<file path="config.mk">
export PLATFORM = sky130hd
export DESIGN_NAME = pba_ram
export DESIGN_NICKNAME = d
export VERILOG_FILES = /design/src/hw/rtl/page_bitmap_allocator_macros.svh /design/src/hw/rtl/pba_ram.sv
export SDC_FILE = /design/constraint.sdc
export NUM_CORES = 1
export LEC_CHECK = 0
export BUFFER_PORTS_ARGS = -buffer_cell sky130_fd_sc_hd__buf_2
export CAP_MARGIN = 20
export CORE_ASPECT_RATIO = 1.5
export CORE_MARGIN = 1
export CORE_UTILIZATION = 52
export DETAILED_ROUTE_END_ITERATION = 10
export PLACE_DENSITY = 0.81
export SLEW_MARGIN = 15
export SYNTH_ARGS = -nofsm -noshare
export SYNTH_HDL_FRONTEND = slang
export SYNTH_SLANG_ARGS = --single-unit
export TNS_END_PERCENT = 50
</file>
<file path="constraint.sdc">
create_clock -name clk -period 2.3 [get_ports clk]
set_input_delay 0.345 -clock clk [delete_from_list [all_inputs] [get_ports clk]]
set_output_delay 0.345 -clock clk [all_outputs]
set_load 0.03 [all_outputs]
</file>
<file path="src/hw/rtl/page_bitmap_allocator_macros.svh">
// assertion macros shared by the page bitmap allocator rtl
`ifndef PAGE_BITMAP_ALLOCATOR_MACROS_SVH
`define PAGE_BITMAP_ALLOCATOR_MACROS_SVH

// same-cycle implication, checked on clk and disabled in reset
`define PBA_ASSERT_IMP(lbl, a, c) \
  lbl: assert property (@(posedge clk) disable iff (rst) (a) |-> (c)) \
    else $error("page bitmap allocator check failed");

// next-cycle implication, checked on clk and disabled in reset
`define PBA_ASSERT_NXT(lbl, a, c) \
  lbl: assert property (@(posedge clk) disable iff (rst) (a) |=> (c)) \
    else $error("page bitmap allocator check failed");

`endif

</file>
<file path="src/hw/rtl/pba_ram.sv">
// generic single write port ram with registered read
`default_nettype none

module pba_ram #(
  parameter int WIDTH = 8,
  parameter int DEPTH = 16
) (
  input  wire logic                                   clk,
  input  wire logic                                   we,
  input  wire logic [((DEPTH > 1) ? $clog2(DEPTH) : 1)-1:0] waddr,
  input  wire logic [WIDTH-1:0]                       wdata,
  input  wire logic [((DEPTH > 1) ? $clog2(DEPTH) : 1)-1:0] raddr,
  output logic      [WIDTH-1:0]                       rdata
);

  logic [WIDTH-1:0] mem [DEPTH];

  always_ff @(posedge clk) begin
    if (we) begin
      mem[waddr] <= wdata;
    end
    rdata <= mem[raddr];
  end

endmodule

`default_nettype wire

</file>
Word level (Yosys, flattened, before mapping)
Memories as Yosys holds them, arrays and structs flattened. A register that Yosys moved wholly into a read port is not among the register bits.
Index checks and enable logic that the tools add are counted.
{"block": "totals", "register_bits": 0, "mem_bits_rw": 128, "inputBits": 18, "output_inout_bits": 8, "word_cells": 3, "n_memories": 1}
{"memory": "mem", "words": 16, "width": 8, "read_ports": 1, "rd_ports_with_merged_regs": 1, "write_ports": 1, "line": "pba_ram.sv:16", "rtl": "logic [WIDTH-1:0] mem [DEPTH];"}
{"block": "classes", "n_mux": 2}
{"op": "two-way mux 1 bit", "count": 2}

Logic depth before layout (Yosys ltp)
{"block": "depth", "depth_word": 2, "depth_mapped": 5, "ltp_nobuf": 3}

Worst setup path after synthesis
No wires, ideal clock.
{"block": "synth_timing", "kind": "input to register", "startpoint": "in waddr[2] (netlist bit)", "endpoint": "mem mem[0][0] (enable)", "setup_time_ps": 383, "arrival_time_ps": 1455, "required_ps": 1917, "setup_slack_ps": 462, "path_stages": 2, "path_buffers": 0, "path_cell_list": "or3b_2 nor3_1"}
{"element": "start, declared", "line": "pba_ram.sv:10", "rtl": "input wire logic [((DEPTH > 1) ? $clog2(DEPTH) : 1)-1:0] waddr,"}
{"element": "end, declared", "line": "pba_ram.sv:16"}
Straight into the memory's write port.

Worst setup path after layout
{"block": "layout_timing", "startpoint": "in waddr[2] (netlist bit)", "endpoint": "mem mem[0][2] (enable)"}
Straight into the memory's write port.

==> results.yml <==
outcome:
  outcome: "completed"
global_route:
  grt_pass1_vias: 2651
  grt_pass1_wl_um: 15100
  antenna_found_initial: 0
  grt_start_max_net_pins: 33
  grtUsageTotal_pct: 21.3
  overflow: 0
worst_setup_path:
  endpoint: "mem[0][2]"
  crit_type: "primary input to flip-flop"
  r2r-start: "mem[3][7]"
  worstSetupStartpoint: "waddr[2]"
  timing.rr.end: "rdata[7]"
  critPathArrivalTime_ps: 1650
  rr_worst_depth: 3
  critPathMaxFanout: 5
  crit_path_start_kind: "primary input"
  worstPathRequired_ps: 2430
  cp-end-kind: "flip-flop"
  r2r_slack_ps: 960
logic_synthesis:
  syn_inst: 229
  synthMostInstantiatedCell: "edfxtp_1"
  synth_top_area_share_pct: 74.7
  yosysWarnings: 0
  synth_nets: 247
  seq_area_frac_synth_pct: 77.8
  netlist_area_mm2: 0.00515
  ys_top_cells_by_count: "edfxtp_1 (128), mux4_2 (18), a22oi_1 (16)"
  yosysTopAreaCell: "edfxtp_1"
  synth_area_per_cell_um2: 22.5
  ys_types: 19
  async_flop_share_pct: 0
  synth-seq-cells: 136
  synth_edf_count: 128
  synth_ff_type: "edfxtp_1"
  ys_top_cells_by_area: "edfxtp_1 (75%), mux4_2 (7.9%), mux4_1 (7.1%), dfxtp_1 (3.1%), a22oi_1 (2.3%)"
floorplanning:
  die_y_um: 124
  coreArea_mm2: 0.00963
  die_w_um: 83.2
  floorplan.rows: 44
  io_pins: 26
  initial_core_util_pct: 53.4
  die_area_mm2: 0.0103
drt:
  antenna_left: 0
  post_drt_via_cell_ratio: 5.95
  detail_route.wl_per_cell_um: 23.3
  drt_first_pass_iters: 4
  route.detailed.drc: 0
  vias: 2474
  wirelength_um: 9690
  drt_iter0_drc: 249
layout:
  drive_gt1_share_pct: 32.6
  nNetsFinal: 306
  fin_util_pct: 63.0
  antenna_cells: 0
  design_area_mm2: 0.00607
  area_delta_synth_final_pct: 17.9
power:
  leakage_uw: 0.00210
  p_sw_uw: 1150
  p_sw_share_pct: 21.0
  combinationalPowerShare_pct: 5.2
  p_int_uw: 4340
  total_power_uw: 5500
  ir_drop_v: 0.000741
  powerDensity_mw_per_mm2: 906
  p_seq_share_pct: 50.7
  pwr-share-clk_pct: 44.0
placement:
  gp_congestion: 0.746
  portBuffers: 25
  placed_area_mm2: 0.00553
  hpwl_um: 6440
worst_hold_path:
  holdCritPathClass: "primary input to flip-flop"
  min_from: "wdata[5]"
timing:
  setup_violations: 0
  skew_ps: 6.13
  maxSlewHeadroom_pct: 53.9
  fmax_mhz: 658
  finalHoldViolCount: 0
  hold_ws_ps: 314
  rsz0062_at_grt: "no"
  tns_ps: 0
  layout_min_cycle_time_ps: 1520
  slew_violations: 0
  fin_crit_sh_pct: 66.1
  max_slew.worst_pin.slew_ps: 690
clock_network:
  cts_root_buf: "clkbuf_16"
  clk_pin_slew_ps: 60
  cts_resized: 0
  htree_num_levels: 4
  clk_latency_ps: 420
  tritoncts: "done"
  clock_path_buffers: 2
  postCtsSetupBuffers: 0
  clock_sinks: 136
  cts_hold_buf: 0
  cts_buffers: 17
run:
  cap_violations: 0
==> worst min path at each step <==
stage,cells after the start,end
detailed placement,3,rdata[3]
finish,1,mem[14][5]
global route,1,mem[5][3]
global placement,3,rdata[2]
floorplan,0,mem[0][0]
CTS,1,mem[4][3]
==> power groups by stage <==
stage	registers, uW	clock network (uW)	logic (uW)
6_report	2790	2420	288
4_1_cts	2790	2450	292
3_5_place_dp	2840	0	290
2_1_floorplan	2870	0	141
5_1_grt	2790	2570	308
3_3_place_gp	2840	0	279
==> flip-flops by register name, summed over array words and instances (netlist names) <==
| register | cells |
|---|---|
| rdata | 8 |
| mem | 128 |
==> cell usage in the layout, fill, tap and decap left out, drive strengths merged, types with 4 or more instances in the layout <==
| cell | Yosys | routed |
|---|---|---|
| mux4 | 32 | 32 |
| buf | 7 | 50 |
| nor2 | 13 | 13 |
| a22oi | 16 | 16 |
| dfxtp | 8 | 8 |
| edfxtp | 128 | 128 |
| clkinv | 0 | 12 |
| clkbuf | 0 | 17 |
| nor3 | 4 | 4 |
| nand2 | 9 | 9 |
==> critical path, stage by stage <==
cell	delay, ps
buf_2	110
or3b_2	510
nor3_1	430
buf_4	250
==> cell type report <==
type,instances,area (um2)
flip-flops and latches,136,4000
clock buffers,17,425
multi-input cells,83,1060
repair buffers,50,325
fillers,611,3570
clock inverters,15,113
well taps,115,144
==> routing by layer <==
metal / vias to the layer above / routed length [um] / global-route usage [%]
li1: 1097 / - / -
met1: 1270 / 3500 / 22.9
met2: 82 / 5420 / 37.4
met3: 25 / 446 / 5.96
met4: 0 / 314 / 13.1
met5: - / 0 / 0
==> logic make-up (layout without fill, tap and decap cells) <==
kind of cell	after synthesis	after routing	share of synthesized area, %
buffers and inverters	10	82	1.68
muxes	32	32	15.0
and+or+nand+nor	35	35	3.18
DFF	136	136	77.8
AOI/OAI and AO/OA	16	16	2.33
==> through the flow <==
step,cells,setup WS (ps)
floorplan,229,462
global placement,384,521
detailed placement,384,475
CTS,416,859
global route,416,811
finish,416,780
(Power assumes the default switching activity.)
