[src/hw/rtl/page_bitmap_allocator_macros.svh]
// assertion macros shared by the page bitmap allocator rtl
`ifndef PAGE_BITMAP_ALLOCATOR_MACROS_SVH
`define PAGE_BITMAP_ALLOCATOR_MACROS_SVH

// same-cycle implication, checked on clk and disabled in reset
`define PBA_ASSERT_IMP(lbl, a, c) \
  lbl: assert property (@(posedge clk) disable iff (rst) (a) |-> (c)) \
    else $error("page bitmap allocator check failed");

// next-cycle implication, checked on clk and disabled in reset
`define PBA_ASSERT_NXT(lbl, a, c) \
  lbl: assert property (@(posedge clk) disable iff (rst) (a) |=> (c)) \
    else $error("page bitmap allocator check failed");

`endif

[src/hw/rtl/pba_pkg.sv]
// types and constants of the page bitmap allocator
`default_nettype none

package pba_pkg;

  localparam int ADDR_W = 48;
  localparam int BLK_W  = 27;
  localparam int CNT_W  = 28;

  localparam logic [2:0] FUNC_ALLOC     = 3'd0;
  localparam logic [2:0] FUNC_RELEASE   = 3'd1;
  localparam logic [2:0] FUNC_MARK_FREE = 3'd2;
  localparam logic [2:0] FUNC_MARK_USED = 3'd3;
  localparam logic [2:0] FUNC_QUERY     = 3'd4;

  localparam logic [1:0] STAT_OK      = 2'd0;
  localparam logic [1:0] STAT_NO_FREE = 2'd1;
  localparam logic [1:0] STAT_IGNORED = 2'd2;

  localparam logic [7:0] BYTE_ALL_USED = 8'hFF;

  typedef enum logic [2:0] {
    S_INIT,
    S_IDLE,
    S_SETUP,
    S_CLAMP,
    S_RD,
    S_MOD,
    S_DONE
  } state_t;

  typedef enum logic [1:0] {
    ALU_SET,
    ALU_CLR,
    ALU_FIND,
    ALU_COUNT
  } alu_op_t;

  typedef struct packed {
    alu_op_t    op;
    logic [2:0] lo;
    logic [2:0] hi;
  } alu_ctl_t;

  typedef struct packed {
    logic [7:0] new_byte;
    logic       has_zero;
    logic [2:0] zero_bit;
    logic [3:0] ones;
  } alu_res_t;

  typedef struct packed {
    logic [2:0]        func;
    logic [ADDR_W-1:0] byte_address;
    logic [ADDR_W-1:0] byte_length;
  } cmd_t;

  typedef struct packed {
    logic [1:0]        status;
    logic [BLK_W-1:0]  block_addr;
    logic [ADDR_W-1:0] total_bytes;
    logic [CNT_W-1:0]  used_bytes;
    logic [CNT_W-1:0]  free_bytes;
  } rsp_t;

endpackage

`default_nettype wire

[src/hw/rtl/pba_byte_alu.sv]
// shared byte unit: range mask update, lowest clear bit search, popcount
`default_nettype none

module pba_byte_alu import pba_pkg::*; (
  input  wire logic [7:0] rd_byte,
  input  wire alu_ctl_t   ctl,
  output alu_res_t        res
);

  logic [7:0] mask;
  logic       has_zero;
  logic [2:0] zero_bit;
  logic [3:0] ones;

  always_comb begin
    mask     = '0;
    has_zero = 1'b0;
    zero_bit = '0;
    ones     = '0;
    for (int i = 0; i < 8; i++) begin
      mask[i] = (3'(i) >= ctl.lo) && (3'(i) <= ctl.hi);
      ones    = ones + 4'(rd_byte[i]);
    end
    // walk downward so the lowest clear bit wins
    for (int i = 7; i >= 0; i--) begin
      if (!rd_byte[i]) begin
        has_zero = 1'b1;
        zero_bit = 3'(i);
      end
    end
  end

  always_comb begin
    res.has_zero = has_zero;
    res.zero_bit = zero_bit;
    res.ones     = ones;
    case (ctl.op)
      ALU_SET:  res.new_byte = rd_byte | mask;
      ALU_CLR:  res.new_byte = rd_byte & ~mask;
      ALU_FIND: res.new_byte = rd_byte | (8'b1 << zero_bit);
      default:  res.new_byte = rd_byte;
    endcase
  end

endmodule

`default_nettype wire

[config.mk]
export PLATFORM = sky130hd
export DESIGN_NAME = pba_byte_alu
export DESIGN_NICKNAME = d
export VERILOG_FILES = /design/src/hw/rtl/page_bitmap_allocator_macros.svh /design/src/hw/rtl/pba_pkg.sv /design/src/hw/rtl/pba_byte_alu.sv
export SDC_FILE = /design/constraint.sdc
export NUM_CORES = 1
export LEC_CHECK = 0
export ABC_CLOCK_PERIOD_IN_PS = 3600
export BUFFER_PORTS_ARGS = -buffer_cell sky130_fd_sc_hd__buf_2
export CAP_MARGIN = 15
export CORE_MARGIN = 2
export CORE_UTILIZATION = 43
export DETAILED_ROUTE_END_ITERATION = 8
export PLACE_DENSITY = 0.91
export RECOVER_POWER = 50
export SETUP_SLACK_MARGIN = 0.05
export SYNTH_ARGS = -nofsm -noshare
export SYNTH_HDL_FRONTEND = slang
export SYNTH_SLANG_ARGS = --single-unit
[constraint.sdc]
create_clock -name vclk -period 3.6
set_input_delay 0.72 -clock vclk [all_inputs]
set_output_delay 0.72 -clock vclk [all_outputs]
set_load 0.02 [all_outputs]
Word level (Yosys, flattened, before mapping)

Index checks and enable logic that the tools add are counted.

Bits in registers: 0
Bits in latches: 0
Bits in writable memories: 0
Memory bits (read-only): 0
Bits of input ports: 16
Output and inout bits: 16
Logic and storage cells: 56
Memories: 0

Add/sub/neg operators: 7
$mul: 0
Divide/modulo/power cells: 0
$lt $le $gt $ge: 16
Eq/ne operators: 2
Shift-type cells: 1
Mux-type cells: 17
Bitwise operators: 4
Reductions and logical operators: 9

Operators with widths:

| cell                  | number |
|---|---|
| $mux W3               | 8 |
| $pmux W8 S3           | 1 |
| $add A4 B1 Y4         | 4 |
| $or A8 B8 Y8          | 2 |
| $ge A3 B3 Y1 const A  | 4 |
| $le A3 B3 Y1 const A  | 4 |
| $and A8 B8 Y8         | 1 |
| $logic_and A1 B1 Y1   | 8 |
| $mux W1               | 8 |
| $not A8 Y8            | 1 |
| $shl A1 B3 Y8 const A | 1 |
| $ge A1 B3 Y1 const A  | 2 |
| $ge A2 B3 Y1 const A  | 2 |
| $le A1 B3 Y1 const A  | 2 |
| $le A2 B3 Y1 const A  | 2 |
| $add A3 B1 Y4         | 1 |
| $add A2 B1 Y3         | 1 |
| $add A1 B1 Y2         | 1 |
| $eq A2 B1 Y1 const B  | 1 |
| $eq A2 B2 Y1 const B  | 1 |
| $logic_not A2 Y1      | 1 |

Logic depth before layout (Yosys ltp)

Word-level depth: 11
Mapped depth: 9
Mapped depth without buffers: 9

Least setup slack after synthesis

Ideal clock, no wire load.

Path type: input -> output
Start point: input rd_byte[0]
End point: output res[2] (netlist name)
Arrival: 3.188 ns
Data required time: 2.880 ns
Setup slack: -0.308 ns
Stages: 9
Buffers on the path: 0
Cell sequence: fa_1 inv_1 fa_1 fa_1 inv_1 ha_1 inv_1 fa_1 xnor2_1

RTL lines:

| item        | RTL line          | text |
|---|---|---|
| from (decl) | pba_byte_alu.sv:5 | `input wire logic [7:0] rd_byte,` |
| to (decl)   | pba_byte_alu.sv:7 | `output alu_res_t res` |

==> results.cfg <==
[yosys]
synthTopCellsByArea = fa_1, inv_1, mux2i_1, ha_1, a21oi_1
avgSynthCellArea_um2 = 7.55
netlist-cell-type-count = 38
ys_warn_count = 0
syn_nets = 102
syn_inst = 79
yosysSeqAreaShare = 0
synth_mux_area_frac = 0.0671
yosysTopAreaCell = fa_1
yosys.area_share.xor_xnor = 0.0147
yosys.area_share.simple = 0.287
synth_top_family_by_area = compound AO/OA/AOI/OAI gates
synth_top_cell_area_share = 0.134
synth_compound_area_frac = 0.321
synthAdderAreaFrac = 0.197
syn-cell-area_um2 = 597

[global_route]
grt_max_degree = 8
grt_pass1_wl_um = 2480
grt_pass1_vias = 643
gr-usage-met3 = 0.0109
antenna_found_initial = 0
grtUsageTotal = 0.216
busiest_layer = met2
grt_util_met1 = 0.207
grtUsageMet2 = 0.496
gr-total-overflow = 0

[critical_path]
critical_path.slowest_cell = fa_1
path_delay_family = adder cells
critical_path.cell_chain = buf_8 -> fa_1 -> inv_1 -> fa_1 -> fa_2 -> inv_2 -> ha_4 -> inv_2 -> fa_2 -> inv_2 -> buf_6
path_max_fanout = 2
crit_top_cell = inv_2
worst_ep_arrival_time_ns = 3.26
endpoint_kind = output port
slowest_delay_ns = 0.54
worstPathBufferInverterCount = 6
cp_data_required_time_ns = 2.88
startpoint_type = input port
path_class = input port to output port

[timing]
rsz0062_at_grt = true
finalSetupViolations = 3
whs_ns = 1.84
setup_slack_ns = -0.378
fin_crit_sh = 1.10
period_needed_ns = 3.98
final_max_slew_viol_count = 0
relSlewSlack = 0.693
hold_viol_final = 0
fmax_ghz = 0.251
worst_slew_pin_slew_ns = 0.456

[drt]
wl_per_cell_um = 13.9
drc_errors = 0
drt_iter0_markers = 12
viasPerCell = 5.64
dr.pass1.iters = 4
vias = 744
wl_um = 1840
ant_nets = 0

[place]
portBuffers = 32
dp_hpwl_um = 1460
pre_cts_slack_ns = -0.441
finalWeightedCongestion = 0.776

[floorplanning]
pin_count = 32
start_util = 0.459
die_h_um = 41.3
rows = 13
die_area_um2 = 1700
coreArea_um2 = 1300
dieWidth_um = 41.3

[cells_and_area]
seq_cell_count = 0
antenna_cells = 0
drive_gt1_frac = 0.470
final_cell_mix = buf_2, inv_1, buf_4, buf_6
final_common_cell = buf_2
fin_nets = 142
seq_area_um2 = 0
n_clock_buffer = 0
syn_to_final_growth_pct = 50.3

[clocking]
hold_buffers = 0

[run]
drv_cap = 0

[power]
p_leak_nw = 0.452
vdd_drop_max_mv = 0.197
power_density_nw_per_um2 = 260

[hold_path]
hp-class = input port to output port

[outcome]
violations = setup timing
status = finished, violations left
what timing repair did:
action / 4_1_cts / 5_1_grt
pin swaps: 1 / 1
resized for setup: 13 / 4
endpoints found under the setup margin: 4 / 4
buffers inserted: 1 / 2
synthesized netlist by cell type, types with 2 or more instances:
library cell,count
o31ai_1,2
nand2_2,2
nand2_1,4
mux2i_1,4
nor2b_1,2
nand3_1,3
fa_1,4
inv_1,15
nor2_1,2
nor3_1,4
ha_1,3
a31oi_1,2
a21oi_1,5
o21ai_1,3
routing by layer:
layer / part of all wire / vias to the layer above
met4: 0.0054 / 0
met5: 0 / -
met1: 0.39 / 348
met3: 0.067 / 2
met2: 0.54 / 32
li1: - / 362
through the flow:
stage	instances	power, mW	instance area, um2	utilization	TNS [ns]
detailed placement	130	0.186	830	0.638	-0.959
CTS	131	0.222	880	0.676	-0.906
global placement	130	0.180	830	0.638	-0.864
global route	132	0.251	897	0.689	-1.12
floorplan	79	0.127	621	-	-0.251
finish	132	0.234	897	0.689	-0.993
layout make-up:
class / count / area [um2]
fillers: 108 / 404
multi-input cells: 62 / 569
repair buffers: 39 / 249
inverters: 16 / 60.1
well taps: 15 / 18.8
final timing paths:
kind     end        from  cells past startpoint  slack (ns)
max   res[1]  rd_byte[0]                     11       -0.38
min   res[8]      ctl[6]                      3        1.84
report_power, final:
group          total, mW  leakage (nW)  switching [mW]  internal, mW
Combinational      0.234         0.452           0.122         0.112
Sequential             0             0               0             0
Clock                  0             0               0             0
Total              0.234         0.452           0.122         0.112
kinds of logic after synthesis:
logic type / Yosys count
XOR/XNOR: 1
buffers and inverters: 17
multiplexers: 4
AND/OR/NAND/NOR: 26
AO/OA/AOI/OAI: 24
adder cells (fa/ha/maj): 7
No activity file was read; power rests on OpenSTA's default activity.
